**src/lnos_pkg.sv**
```systemverilog
// Package: shared constants, configuration types and codes for the nearest-obstacle steering block.
package lnos_pkg;

  localparam int MAX_SAMPLES_DEF = 2048;
  localparam int QUEUE_DEPTH     = 4;
  localparam int CFG_ADDR_W      = 3;
  localparam int CFG_DATA_W      = 24;
  localparam int RANGE_W         = 17;

  localparam logic [RANGE_W-1:0] RANGE_INF      = 17'h1FFFF;
  localparam logic [RANGE_W-1:0] RANGE_FAR      = 17'h10000;
  localparam logic [15:0]        RANGE_SHORT_MM = 16'd50;
  localparam logic [RANGE_W-1:0] FOLLOW_MIN_MM  = 17'd350;
  localparam int                 PI_URAD        = 3141593;
  localparam int                 TWO_PI_URAD    = 6283185;
  localparam int                 TEN_DEG_URAD   = 174533;
  localparam logic [19:0]        CRAWL_UMPS     = 20'd10000;
  localparam logic [31:0]        AVOID_HOLD_MS  = 32'd800;
  localparam logic [31:0]        TRACK_HOLD_MS  = 32'd400;

  // ceil(2^24 / 6): speed / 6 as a multiply and shift, exact below 2^23
  localparam logic [21:0]        DIV6_RECIP     = 22'd2796203;
  localparam int                 DIV6_SHIFT     = 24;

  typedef enum logic [1:0] {
    MODE_IDLE   = 2'd0,
    MODE_AVOID  = 2'd1,
    MODE_FOLLOW = 2'd2,
    MODE_GUARD  = 2'd3
  } mode_t;

  typedef enum logic [CFG_ADDR_W-1:0] {
    CFG_RUN_MODE   = 3'd0,
    CFG_NEAR_MM    = 3'd1,
    CFG_CONE_URAD  = 3'd2,
    CFG_BASE_UMPS  = 3'd3,
    CFG_START_URAD = 3'd4,
    CFG_STEP_URAD  = 3'd5
  } cfg_addr_t;

  typedef struct packed {
    mode_t              run_mode;
    logic [10:0]        near_threshold_mm;
    logic [22:0]        cone_width_urad;
    logic [19:0]        base_speed_umps;
    logic signed [23:0] scan_start_urad;
    logic [15:0]        scan_step_urad;
  } cfg_t;

endpackage

```
**src/lnos_if.sv**
```systemverilog
// Interfaces: sample stream, command stream and configuration write channel.
interface lnos_sample_if;
  logic        valid;
  logic        ready;
  logic [15:0] range_mm;
  logic        range_invalid;
  logic        scan_last;
  logic [31:0] now_ms;
  modport source(output valid, range_mm, range_invalid, scan_last, now_ms, input ready);
  modport sink(input valid, range_mm, range_invalid, scan_last, now_ms, output ready);
endinterface

interface lnos_cmd_if;
  logic               valid;
  logic               ready;
  logic [19:0]        forward_speed;
  logic signed [22:0] turn_rate;
  modport source(output valid, forward_speed, turn_rate, input ready);
  modport sink(input valid, forward_speed, turn_rate, output ready);
endinterface

interface lnos_cfg_if;
  import lnos_pkg::*;
  logic                  valid;
  logic                  ready;
  logic [CFG_ADDR_W-1:0] addr;
  logic [CFG_DATA_W-1:0] data;
  modport source(output valid, addr, data, input ready);
  modport sink(input valid, addr, data, output ready);
endinterface

```
**src/lnos_front.sv**
```systemverilog
// Front end: running minimum over a scan, hands one record per scan to the queue.
module lnos_front #(
  parameter int MAX_SAMPLES = lnos_pkg::MAX_SAMPLES_DEF,
  parameter int IDX_W       = $clog2(MAX_SAMPLES)
) (
  input  logic                         clk,
  input  logic                         rst,
  input  logic                         in_valid,
  output logic                         in_ready,
  input  logic [15:0]                  range_mm,
  input  logic                         range_invalid,
  input  logic                         scan_last,
  input  logic [31:0]                  now_ms,
  output logic                         push_valid,
  input  logic                         push_ready,
  output logic [lnos_pkg::RANGE_W-1:0] push_range,
  output logic [IDX_W-1:0]             push_index,
  output logic [31:0]                  push_now
);
  import lnos_pkg::*;

  localparam int CNT_W = $clog2(MAX_SAMPLES + 1);
  localparam logic [CNT_W-1:0] CNT_MAX = CNT_W'(MAX_SAMPLES);

  logic [RANGE_W-1:0] best_range;
  logic [IDX_W-1:0]   best_index;
  logic [CNT_W-1:0]   sample_count;

  logic               accept;
  logic               count_ok;
  logic [RANGE_W-1:0] r;
  logic               take;
  logic [RANGE_W-1:0] best_range_next;
  logic [IDX_W-1:0]   best_index_next;

  assign in_ready = push_ready;
  assign accept   = in_valid && in_ready;
  assign count_ok = sample_count < CNT_MAX;

  always_comb begin
    // short returns count as far but still join the search
    r = (range_mm < RANGE_SHORT_MM) ? RANGE_FAR : {1'b0, range_mm};
    take = !range_invalid && count_ok && (r < best_range);
    best_range_next = take ? r : best_range;
    best_index_next = take ? sample_count[IDX_W-1:0] : best_index;
  end

  assign push_valid = accept && scan_last;
  assign push_range = best_range_next;
  assign push_index = best_index_next;
  assign push_now   = now_ms;

  always_ff @(posedge clk) begin
    if (rst) begin
      best_range   <= RANGE_INF;
      best_index   <= '0;
      sample_count <= '0;
    end else if (accept) begin
      if (scan_last) begin
        best_range   <= RANGE_INF;
        best_index   <= '0;
        sample_count <= '0;
      end else begin
        best_range <= best_range_next;
        best_index <= best_index_next;
        if (count_ok) begin
          sample_count <= sample_count + 1'b1;
        end
      end
    end
  end

endmodule

```
**src/lnos_queue.sv**
```systemverilog
// Short FIFO of scan records between front and back end.
module lnos_queue #(
  parameter int WIDTH = 8,
  parameter int DEPTH = lnos_pkg::QUEUE_DEPTH
) (
  input  logic             clk,
  input  logic             rst,
  input  logic             push_valid,
  output logic             push_ready,
  input  logic [WIDTH-1:0] push_data,
  output logic             pop_valid,
  input  logic             pop_ready,
  output logic [WIDTH-1:0] pop_data
);
  localparam int PTR_W = (DEPTH > 1) ? $clog2(DEPTH) : 1;
  localparam int CNT_W = $clog2(DEPTH + 1);
  localparam logic [PTR_W-1:0] PTR_LAST = PTR_W'(DEPTH - 1);
  localparam logic [CNT_W-1:0] CNT_FULL = CNT_W'(DEPTH);

  logic [WIDTH-1:0] mem [DEPTH];
  logic [PTR_W-1:0] wr_ptr;
  logic [PTR_W-1:0] rd_ptr;
  logic [CNT_W-1:0] count;
  logic             do_push;
  logic             do_pop;

  assign push_ready = count != CNT_FULL;
  assign pop_valid  = count != '0;
  assign pop_data   = mem[rd_ptr];
  assign do_push    = push_valid && push_ready;
  assign do_pop     = pop_valid && pop_ready;

  always_ff @(posedge clk) begin
    if (do_push) begin
      mem[wr_ptr] <= push_data;
    end
  end

  always_ff @(posedge clk) begin
    if (rst) begin
      wr_ptr <= '0;
      rd_ptr <= '0;
      count  <= '0;
    end else begin
      if (do_push) begin
        wr_ptr <= (wr_ptr == PTR_LAST) ? '0 : wr_ptr + 1'b1;
      end
      if (do_pop) begin
        rd_ptr <= (rd_ptr == PTR_LAST) ? '0 : rd_ptr + 1'b1;
      end
      if (do_push && !do_pop) begin
        count <= count + 1'b1;
      end else if (do_pop && !do_push) begin
        count <= count - 1'b1;
      end
    end
  end

endmodule

```
**src/lnos_back.sv**
```systemverilog
// Back end: bearing, mode rules, cooldown and the registered command output.
module lnos_back #(
  parameter int IDX_W = $clog2(lnos_pkg::MAX_SAMPLES_DEF)
) (
  input  logic                         clk,
  input  logic                         rst,
  input  lnos_pkg::cfg_t               cfg,
  input  logic                         rec_valid,
  output logic                         rec_ready,
  input  logic [lnos_pkg::RANGE_W-1:0] rec_range,
  input  logic [IDX_W-1:0]             rec_index,
  input  logic [31:0]                  rec_now,
  output logic                         out_valid,
  input  logic                         out_ready,
  output logic [19:0]                  forward_speed,
  output logic signed [22:0]           turn_rate
);
  import lnos_pkg::*;

  localparam int PROD_W = IDX_W + 16;
  localparam int ANG_W  = PROD_W + 2;
  localparam logic signed [ANG_W-1:0] PI_A      = ANG_W'(PI_URAD);
  localparam logic signed [ANG_W-1:0] TWO_PI_A  = ANG_W'(TWO_PI_URAD);
  localparam logic [ANG_W-1:0]        TEN_DEG_A = ANG_W'(TEN_DEG_URAD);

  logic advance;

  // stage 1: products
  logic               v1;
  logic [PROD_W-1:0]  prod1;
  logic [RANGE_W-1:0] range1;
  logic [31:0]        now1;
  logic [17:0]        div6_1;
  logic [21:0]        base3_1;
  logic [41:0]        div6_full;

  // stage 2: raw bearing and its wrapped alternative
  logic                    v2;
  logic signed [ANG_W-1:0] ang2;
  logic signed [ANG_W-1:0] alt2;
  logic [RANGE_W-1:0]      range2;
  logic [31:0]             now2;
  logic [17:0]             div6_2;
  logic [21:0]             base3_2;
  logic signed [ANG_W-1:0] start_ext;
  logic signed [ANG_W-1:0] prod_ext;

  // stage 3: classified scan
  logic        v3;
  logic        in_cone3;
  logic        near3;
  logic        off_axis3;
  logic        beyond3;
  logic        neg3;
  logic        pos3;
  logic [31:0] now3;
  logic [17:0] div6_3;
  logic [21:0] base3_3;
  logic signed [ANG_W-1:0] ang_w;
  logic [ANG_W-1:0]        mag;

  // stage 4: decision
  logic               [31:0] cooldown_until_ms;
  logic               act;
  logic               hold;
  logic [31:0]        hold_ms;
  logic [19:0]        speed;
  logic signed [22:0] turn;
  logic signed [22:0] turn_pos;
  logic signed [22:0] turn_toward;

  assign advance   = !out_valid || out_ready;
  assign rec_ready = advance;

  assign div6_full = cfg.base_speed_umps * DIV6_RECIP;
  assign start_ext = ANG_W'(cfg.scan_start_urad);
  assign prod_ext  = $signed({2'b00, prod1});

  always_comb begin
    ang_w = (ang2 >= PI_A) ? alt2 : ang2;
    mag   = ang_w[ANG_W-1] ? ANG_W'(-ang_w) : ang_w;
  end

  always_ff @(posedge clk) begin
    if (advance) begin
      prod1   <= PROD_W'(cfg.scan_step_urad) * PROD_W'(rec_index);
      range1  <= rec_range;
      now1    <= rec_now;
      div6_1  <= div6_full[DIV6_SHIFT +: 18];
      base3_1 <= {2'b00, cfg.base_speed_umps} + {1'b0, cfg.base_speed_umps, 1'b0};

      ang2    <= start_ext + prod_ext;
      alt2    <= start_ext - TWO_PI_A + prod_ext;
      range2  <= range1;
      now2    <= now1;
      div6_2  <= div6_1;
      base3_2 <= base3_1;

      in_cone3  <= {mag, 1'b0} < (ANG_W + 1)'(cfg.cone_width_urad);
      near3     <= range2 < RANGE_W'(cfg.near_threshold_mm);
      off_axis3 <= mag >= TEN_DEG_A;
      beyond3   <= range2 > FOLLOW_MIN_MM;
      neg3      <= ang_w[ANG_W-1];
      pos3      <= !ang_w[ANG_W-1] && (ang_w != '0);
      now3      <= now2;
      div6_3    <= div6_2;
      base3_3   <= base3_2;
    end
  end

  always_comb begin
    turn_pos    = $signed({1'b0, base3_3});
    // toward the obstacle: +3*base*sign(bearing)
    turn_toward = pos3 ? turn_pos : (neg3 ? -turn_pos : '0);
    act     = v3 && (cfg.run_mode != MODE_IDLE) && !(cooldown_until_ms > now3);
    hold    = 1'b0;
    hold_ms = TRACK_HOLD_MS;
    speed   = '0;
    turn    = '0;
    unique case (cfg.run_mode)
      MODE_AVOID: begin
        if (in_cone3 && near3) begin
          speed   = {2'b00, div6_3};
          turn    = -turn_toward;
          hold    = 1'b1;
          hold_ms = AVOID_HOLD_MS;
        end else begin
          speed = cfg.base_speed_umps;
        end
      end
      MODE_FOLLOW: begin
        if (in_cone3 && near3 && off_axis3) begin
          speed = CRAWL_UMPS;
          turn  = turn_toward;
          hold  = 1'b1;
        end else if (in_cone3 && near3 && beyond3) begin
          speed = cfg.base_speed_umps;
          hold  = 1'b1;
        end
      end
      MODE_GUARD: begin
        if (near3 && off_axis3) begin
          speed = CRAWL_UMPS;
          turn  = turn_toward;
          hold  = 1'b1;
        end
      end
      default: begin
        speed = '0;
      end
    endcase
  end

  always_ff @(posedge clk) begin
    if (rst) begin
      v1                <= 1'b0;
      v2                <= 1'b0;
      v3                <= 1'b0;
      out_valid         <= 1'b0;
      cooldown_until_ms <= '0;
    end else if (advance) begin
      v1        <= rec_valid;
      v2        <= v1;
      v3        <= v2;
      out_valid <= act;
      if (act && hold) begin
        cooldown_until_ms <= now3 + hold_ms;
      end
    end
  end

  always_ff @(posedge clk) begin
    if (advance && act) begin
      forward_speed <= speed;
      turn_rate     <= turn;
    end
  end

endmodule

```
**src/lidar_nearest_obstacle_steer_core.sv**
```systemverilog
// Each scan record passes the queue, stages 1 to 3 and the output register.
// Throughput: one sample per cycle while the queue has room, scan ends included.
// The back end runs a four-stage pipe; the cooldown loop stays inside the last stage.
// A four-record queue lets the sample side run while the command output stalls.
// Reset (synchronous, active high) restores the register defaults, clears the scan
// minimum, the cooldown and all valid flags.
module lidar_nearest_obstacle_steer_core #(
  parameter int MAX_SAMPLES = lnos_pkg::MAX_SAMPLES_DEF
) (
  input logic         clk,
  input logic         rst,
  lnos_sample_if.sink sample,
  lnos_cmd_if.source  cmd,
  lnos_cfg_if.sink    cfg
);
  import lnos_pkg::*;

  localparam int IDX_W = $clog2(MAX_SAMPLES);
  localparam int REC_W = RANGE_W + IDX_W + 32;

  cfg_t regs;

  logic               push_valid;
  logic               push_ready;
  logic [RANGE_W-1:0] push_range;
  logic [IDX_W-1:0]   push_index;
  logic [31:0]        push_now;
  logic               pop_valid;
  logic               pop_ready;
  logic [REC_W-1:0]   pop_data;

  assign cfg.ready = 1'b1;

  always_ff @(posedge clk) begin
    if (rst) begin
      regs.run_mode          <= MODE_IDLE;
      regs.near_threshold_mm <= 11'd300;
      regs.cone_width_urad   <= 23'd1570796;
      regs.base_speed_umps   <= 20'd120000;
      regs.scan_start_urad   <= -24'sd3141593;
      regs.scan_step_urad    <= 16'd3068;
    end else if (cfg.valid) begin
      unique case (cfg.addr)
        CFG_RUN_MODE:   regs.run_mode          <= mode_t'(cfg.data[1:0]);
        CFG_NEAR_MM:    regs.near_threshold_mm <= cfg.data[10:0];
        CFG_CONE_URAD:  regs.cone_width_urad   <= cfg.data[22:0];
        CFG_BASE_UMPS:  regs.base_speed_umps   <= cfg.data[19:0];
        CFG_START_URAD: regs.scan_start_urad   <= $signed(cfg.data[23:0]);
        CFG_STEP_URAD:  regs.scan_step_urad    <= cfg.data[15:0];
        default: begin
          // drop writes to unused addresses
        end
      endcase
    end
  end

  lnos_front #(
    .MAX_SAMPLES(MAX_SAMPLES),
    .IDX_W      (IDX_W)
  ) u_front (
    .clk          (clk),
    .rst          (rst),
    .in_valid     (sample.valid),
    .in_ready     (sample.ready),
    .range_mm     (sample.range_mm),
    .range_invalid(sample.range_invalid),
    .scan_last    (sample.scan_last),
    .now_ms       (sample.now_ms),
    .push_valid   (push_valid),
    .push_ready   (push_ready),
    .push_range   (push_range),
    .push_index   (push_index),
    .push_now     (push_now)
  );

  lnos_queue #(
    .WIDTH(REC_W),
    .DEPTH(QUEUE_DEPTH)
  ) u_queue (
    .clk       (clk),
    .rst       (rst),
    .push_valid(push_valid),
    .push_ready(push_ready),
    .push_data ({push_range, push_index, push_now}),
    .pop_valid (pop_valid),
    .pop_ready (pop_ready),
    .pop_data  (pop_data)
  );

  lnos_back #(
    .IDX_W(IDX_W)
  ) u_back (
    .clk          (clk),
    .rst          (rst),
    .cfg          (regs),
    .rec_valid    (pop_valid),
    .rec_ready    (pop_ready),
    .rec_range    (pop_data[REC_W-1 -: RANGE_W]),
    .rec_index    (pop_data[32 +: IDX_W]),
    .rec_now      (pop_data[31:0]),
    .out_valid    (cmd.valid),
    .out_ready    (cmd.ready),
    .forward_speed(cmd.forward_speed),
    .turn_rate    (cmd.turn_rate)
  );

endmodule

```
**src/flat_wrapper.sv**
```systemverilog
// flat-port wrapper written by rule: the top's interface ports become plain ports
module lidar_nearest_obstacle_steer_core_flat import lnos_pkg::*;
#(
  parameter int MAX_SAMPLES = lnos_pkg::MAX_SAMPLES_DEF
)
  (clk, rst, sample_valid, sample_range_mm, sample_range_invalid, sample_scan_last, sample_now_ms, sample_ready, cmd_valid, cmd_forward_speed, cmd_turn_rate, cmd_ready, cfg_valid, cfg_addr, cfg_data, cfg_ready);
  lnos_sample_if sample_i ();
  lnos_cmd_if cmd_i ();
  lnos_cfg_if cfg_i ();
  input logic clk;
  input logic rst;
  input wire logic [$bits(sample_i.valid)-1:0] sample_valid;
  input wire logic [$bits(sample_i.range_mm)-1:0] sample_range_mm;
  input wire logic [$bits(sample_i.range_invalid)-1:0] sample_range_invalid;
  input wire logic [$bits(sample_i.scan_last)-1:0] sample_scan_last;
  input wire logic [$bits(sample_i.now_ms)-1:0] sample_now_ms;
  output wire logic [$bits(sample_i.ready)-1:0] sample_ready;
  output wire logic [$bits(cmd_i.valid)-1:0] cmd_valid;
  output wire logic [$bits(cmd_i.forward_speed)-1:0] cmd_forward_speed;
  output wire logic [$bits(cmd_i.turn_rate)-1:0] cmd_turn_rate;
  input wire logic [$bits(cmd_i.ready)-1:0] cmd_ready;
  input wire logic [$bits(cfg_i.valid)-1:0] cfg_valid;
  input wire logic [$bits(cfg_i.addr)-1:0] cfg_addr;
  input wire logic [$bits(cfg_i.data)-1:0] cfg_data;
  output wire logic [$bits(cfg_i.ready)-1:0] cfg_ready;
  assign sample_i.valid = sample_valid;
  assign sample_i.range_mm = sample_range_mm;
  assign sample_i.range_invalid = sample_range_invalid;
  assign sample_i.scan_last = sample_scan_last;
  assign sample_i.now_ms = sample_now_ms;
  assign sample_ready = sample_i.ready;
  assign cmd_valid = cmd_i.valid;
  assign cmd_forward_speed = cmd_i.forward_speed;
  assign cmd_turn_rate = cmd_i.turn_rate;
  assign cmd_i.ready = cmd_ready;
  assign cfg_i.valid = cfg_valid;
  assign cfg_i.addr = cfg_addr;
  assign cfg_i.data = cfg_data;
  assign cfg_ready = cfg_i.ready;
  lidar_nearest_obstacle_steer_core #(.MAX_SAMPLES(MAX_SAMPLES)) u_core (.clk(clk), .rst(rst), .sample(sample_i), .cmd(cmd_i), .cfg(cfg_i));
endmodule
```
**config.mk**
```make
export PLATFORM = sky130hd
export DESIGN_NAME = lidar_nearest_obstacle_steer_core_flat
export DESIGN_NICKNAME = d
export VERILOG_FILES = /design/src/lnos_pkg.sv /design/src/lnos_if.sv /design/src/lnos_front.sv /design/src/lnos_queue.sv /design/src/lnos_back.sv /design/src/lidar_nearest_obstacle_steer_core.sv /design/src/flat_wrapper.sv
export SDC_FILE = /design/constraint.sdc
export NUM_CORES = 2
export LEC_CHECK = 0
export ABC_AREA = 1
export BUFFER_PORTS_ARGS = -buffer_cell sky130_fd_sc_hd__buf_2
export CAP_MARGIN = 20
export CORE_MARGIN = 5
export CORE_UTILIZATION = 55
export DETAILED_ROUTE_END_ITERATION = 6
export PLACE_DENSITY = 0.7
export SYNTH_ARGS = -nofsm -noshare
export SYNTH_HDL_FRONTEND = slang
export SYNTH_SLANG_ARGS = --single-unit
```
**constraint.sdc**
```tcl
create_clock -name clk -period 11.3 [get_ports clk]
set_clock_uncertainty 0.1 [all_clocks]
set_input_delay 0 -clock clk [delete_from_list [all_inputs] [get_ports clk]]
set_output_delay 0 -clock clk [all_outputs]
set_load 0.005 [all_outputs]
```
# After elaboration in Yosys (flattened, before gate mapping)
# Memory sizes are Yosys's and may differ from the RTL's. A register that Yosys moved wholly into a read port is not among the register bits.
# Index checks and enable logic that the tools add are counted.
# Widths: inputs -> output; s select.
# op_classes
n_mux	35
mul	2
order_cmp	9
reduce_logical	38
eq_ne	11
n_addsub	13
# ops
cell	n
$mux 23	5
$pmux 23 s3	1
$mux 20	3
$pmux 20 s3	1
$mux 29	2
$mux 17	3
$mul 20x22->42 const B	1
$add 32x32->32	1
$gt 32x32->1	1
$lt 30x23->1	1
$add 24x28->29	1
$add 25x28->29	1
$ge 29x18->1 const B	1
$ge 29x23->1 const B	1
$neg 29->29	1
$reduce_bool 29->1	1
$mul 16x11->27	1
$sub 24x24->25 const B	1
$mux 12	2
$neg 22->23	1
$neg 23->23	1
$add 20x21->22	1
$mux 11	2
$mux 10	2
other kinds (27)	72
# totals
mem_bits_rw	240
output_inout_bits	46
register_bits	563
inputBits	82
n_memories	1
wordCells	148
# memory_table
name	depth	width	read_ports	rd_clocked_by_memory_dff	wr	line	source
u_core.u_queue.mem	4	60	1	1	1	lnos_queue.sv:20	logic [WIDTH-1:0] mem [DEPTH];

# Logic depth before layout (Yosys ltp)
# depth
depth_word	8
depth_mapped	31
ltp_nobuf	29

# Cells and area by module
# Synthesis repeated with hierarchy kept, for this count alone.
# unflattened
hier_cells	5219
area_unflattened_um2	50119.3
# modules_own_cells
module	cells_per_inst	area_per_inst_um2	seq_area_each_um2	n_inst
lnos_back	3627	33940.1	12251.8	1
lnos_queue	649	9562.9	7387.1	1
lidar_nearest_obstacle_steer_core	514	3717.3	1921.8	1
lnos_front	429	2899.0	800.8	1

# Worst setup path before layout
# OpenSTA, ideal clock, no wires.
# synth_path
kind	reg-to-reg
start	reg u_core.u_back.out_valid
end	reg u_core.u_back.out_valid
stages_incl_launch_ff	5
required_ps	10781
synth_period_minus_slack_ps	7863
t_arrival_ps	7344
setup_ps	419
n_path_buf	0
path_slack_ps	3437
cell_sequence	dfxtp_1 inv_1 nor2_1 inv_1 a21oi_1
# synth_via
elab_chain_cells	2
# synth_lines
element	line	source
start: declaration	lnos_back.sv:13	output logic out_valid,
start signal: assignment	lnos_back.sv:165	out_valid <= act;
$logic_not 1->1	lnos_back.sv:72	assign advance = !out_valid || out_ready;
$logic_or 1x1->1	lnos_back.sv:72	
net u_core.pop_ready	lidar_nearest_obstacle_steer_core.sv:29	logic pop_ready;
# The timed path passes the listed nets, and every way through them passes these cells.
# A chain may end at the register's enable or synchronous reset.

==> reports/results.ini <==
[status]
status=completed

[synthesis]
synth_cells=4892
synth_area_per_cell_um2=9.932
syn-num-nets=5638
synth_warnings=0
synth-edff-count=624
synth.distinct_cells=67
syn_area_mm2=0.04859
synth_ff_type=edfxtp_1
seq_area_frac_synth_pct=46.02
ys_async_sr_fraction_pct=0
ys_ff_latch=805

[clock_tree]
post_cts_resized=0
clk_latency_ps=660
cts_setup_buffers=0
numClockSinks=805
clock-root-buffer=clkbuf_16
numCtsBuffers=84
cts_max_level=3
cts.clk_slew.worst_paths_ps=60
max-clock-path-buffers=3
cts_tree=done
cts_hold_buf=140

[layout]
regArea_mm2=0.02237
area_delta_synth_final_pct=12.46
stdcell_count=6374
nets=5880
final_common_cell=inv_1
multi_input_area_mm2=0.02266
num-fill-cells=7218
most-common-layout-cells=inv_1, nand2_1, edfxtp_1
drive_gt1_share_pct=6.857
stdcell_area_mm2=0.05464

[setup_path]
path_class=reg2reg
start_kind=flop
r2r_slack_ps=3740
crit_fanout=100
worstRegToRegCells=27
r2r_end=u_core.u_back.prod1[26]
critPathRequiredTime_ps=11590
worstSetupEndpointType=flop
crit_arrival_ps=7850

[routing]
drc=0
via_count=34050
drt_wl_total_um=110200
routedWlPerCell_um=17.28
ant_nets=0
drtPass1Iterations=5
drt_iter0_markers=2569
viasPerCell=5.342

[run]
maxCapViolations=0

[global_routing]
grt_pass1_vias=33970
overflow=0
met3_usage_pct=3.769
busiest_layer=met2
use_met1_pct=32.01
grt_max_degree=103
use_met2_pct=39.06
grt_usage_pct=23.29
antenna_found_initial=5
grt_pass1_wl_um=177000

[floorplanning]
die_y_um=307.2
die_x_um=307.2
io_pins=128
die_area_mm2=0.09438
start_util_pct=55.15
core_mm2=0.08810
rows=109

[timing]
slew_violations=0
setup_tns_ps=0
worstMarginPinSlew_ps=1055
post-route-min-period_ps=7561
finalCritPeriodShare_pct=66.91
slew-limit-headroom_pct=29.69
rsz0062_at_grt=no
finalSetupViolations=0
hold_viol=0
fmax_mhz=132.3

[hold_path]
hold_path.startpoint=sample_range_mm[2]
hold_class=in2reg
hold-path-endpoint=u_core.u_front.best_range[2]
holdPathStages=5

[place]
hpwl_um=79440
placed_area_mm2=0.05037
dp.cells=6072
port_buffers=126
gp_congestion=0.9156

state kept, by name, indices dropped and copies added (netlist names), 11 cells and up, named ones only:
register                         count
u_core.u_queue.mem                 240
u_core.regs                         96
u_core.u_back.ang2                  29
u_core.u_back.now1                  32
u_core.u_back.now2                  32
u_core.u_back.range1                17
u_core.u_back.prod1                 27
u_core.u_front.sample_count         12
u_core.u_back.cooldown_until_ms     32
u_core.u_back.forward_speed         20
u_core.u_back.alt2                  29
u_core.u_back.div6_1                18
u_core.u_back.base3_3               22
u_core.u_back.div6_2                18
u_core.u_back.base3_2               22
u_core.u_back.now3                  32
u_core.u_back.turn_rate             23
u_core.u_back.range2                17
u_core.u_front.best_index           11
u_core.u_back.base3_1               22
u_core.u_back.div6_3                18
u_core.u_front.best_range           17
metal layers:
layer  vias to the layer above  routed length [µm]
met5                         -                  13
met4                         2                2889
met3                       176                6654
met2                       899               52250
met1                     16220               48360
li1                      16750                   -
cells by family after synthesis:
logic type,after synthesis,share of synthesized area [%]
buffers and inverters,946,7.437
AND/OR/NAND/NOR,1459,12.64
adder cells (fa/ha/maj),664,21.19
XOR/XNOR,162,2.936
flip-flops,805,46.02
other,1,0.007718
AO/OA/AOI/OAI,855,9.760
critical path: stages, from the launching register on:
cell	delay [ps]
dfxtp_4	480
buf_4	780
nand2_1	120
nand3_1	130
nand2_1	100
inv_1	410
nand2_1	140
fa_1	530
fa_1	440
fa_1	490
inv_1	50
fa_1	520
inv_1	50
fa_1	520
inv_1	40
ha_1	350
a21oi_1	150
a21boi_0	190
nand2_1	130
a21oi_1	280
o21ai_1	150
a21boi_0	280
o21ai_0	180
a21boi_1	220
o21ai_0	150
nand2_1	80
nand2_1	50
xor2_1	130
synth_stat cells (28+ instances only):
master	number	share of area, %
a21oi_1	297	3.1
clkbuf_1	109	0.84
dfxtp_1	181	7.5
edfxtp_1	624	39
fa_1	265	11
ha_1	399	10
inv_1	795	6.1
nand2_1	762	5.9
nand3_1	145	1.5
nand3b_1	28	0.43
nand4_1	29	0.37
nor2_1	396	3.1
nor3_1	32	0.33
o211ai_1	45	0.70
o21ai_0	331	3.4
o22ai_1	65	0.84
xnor2_1	50	0.90
xor2_1	111	2.0
worst max-delay path by stage:
stage,endpoint,cells past startpoint
after CTS,u_core.u_back.prod1[26],27
after floorplan,u_core.u_back.out_valid,4
after global routing,u_core.u_back.prod1[26],27
after global placement,u_core.u_back.prod1[26],27
final,u_core.u_back.prod1[26],27
after detailed placement,u_core.u_back.prod1[26],27
cell type report:
| class | instances | share of cell area [%] |
|---|---|---|
| well taps | 1165 | 2.668 |
| diodes | 3 | 0.01374 |
| clock buffers | 117 | 4.278 |
| repair buffers | 295 | 4.154 |
| multi-input cells | 3141 | 41.47 |
| inverters | 807 | 5.571 |
| clock inverters | 41 | 0.9068 |
| flip-flops and latches | 805 | 40.93 |
stage by stage:
step	hold slack, ps	setup WS [ps]	util, %
floorplan	-1.131	3437	-
global placement	112.4	3845	57.17
detailed placement	115.3	3795	57.17
CTS	4.871	3749	61.98
global route	41.75	3277	62.01
finish	39.86	3739	62.02
Power is not shown: default switching activity piles up to over one toggle a cycle in this logic, so the estimate is an artifact.
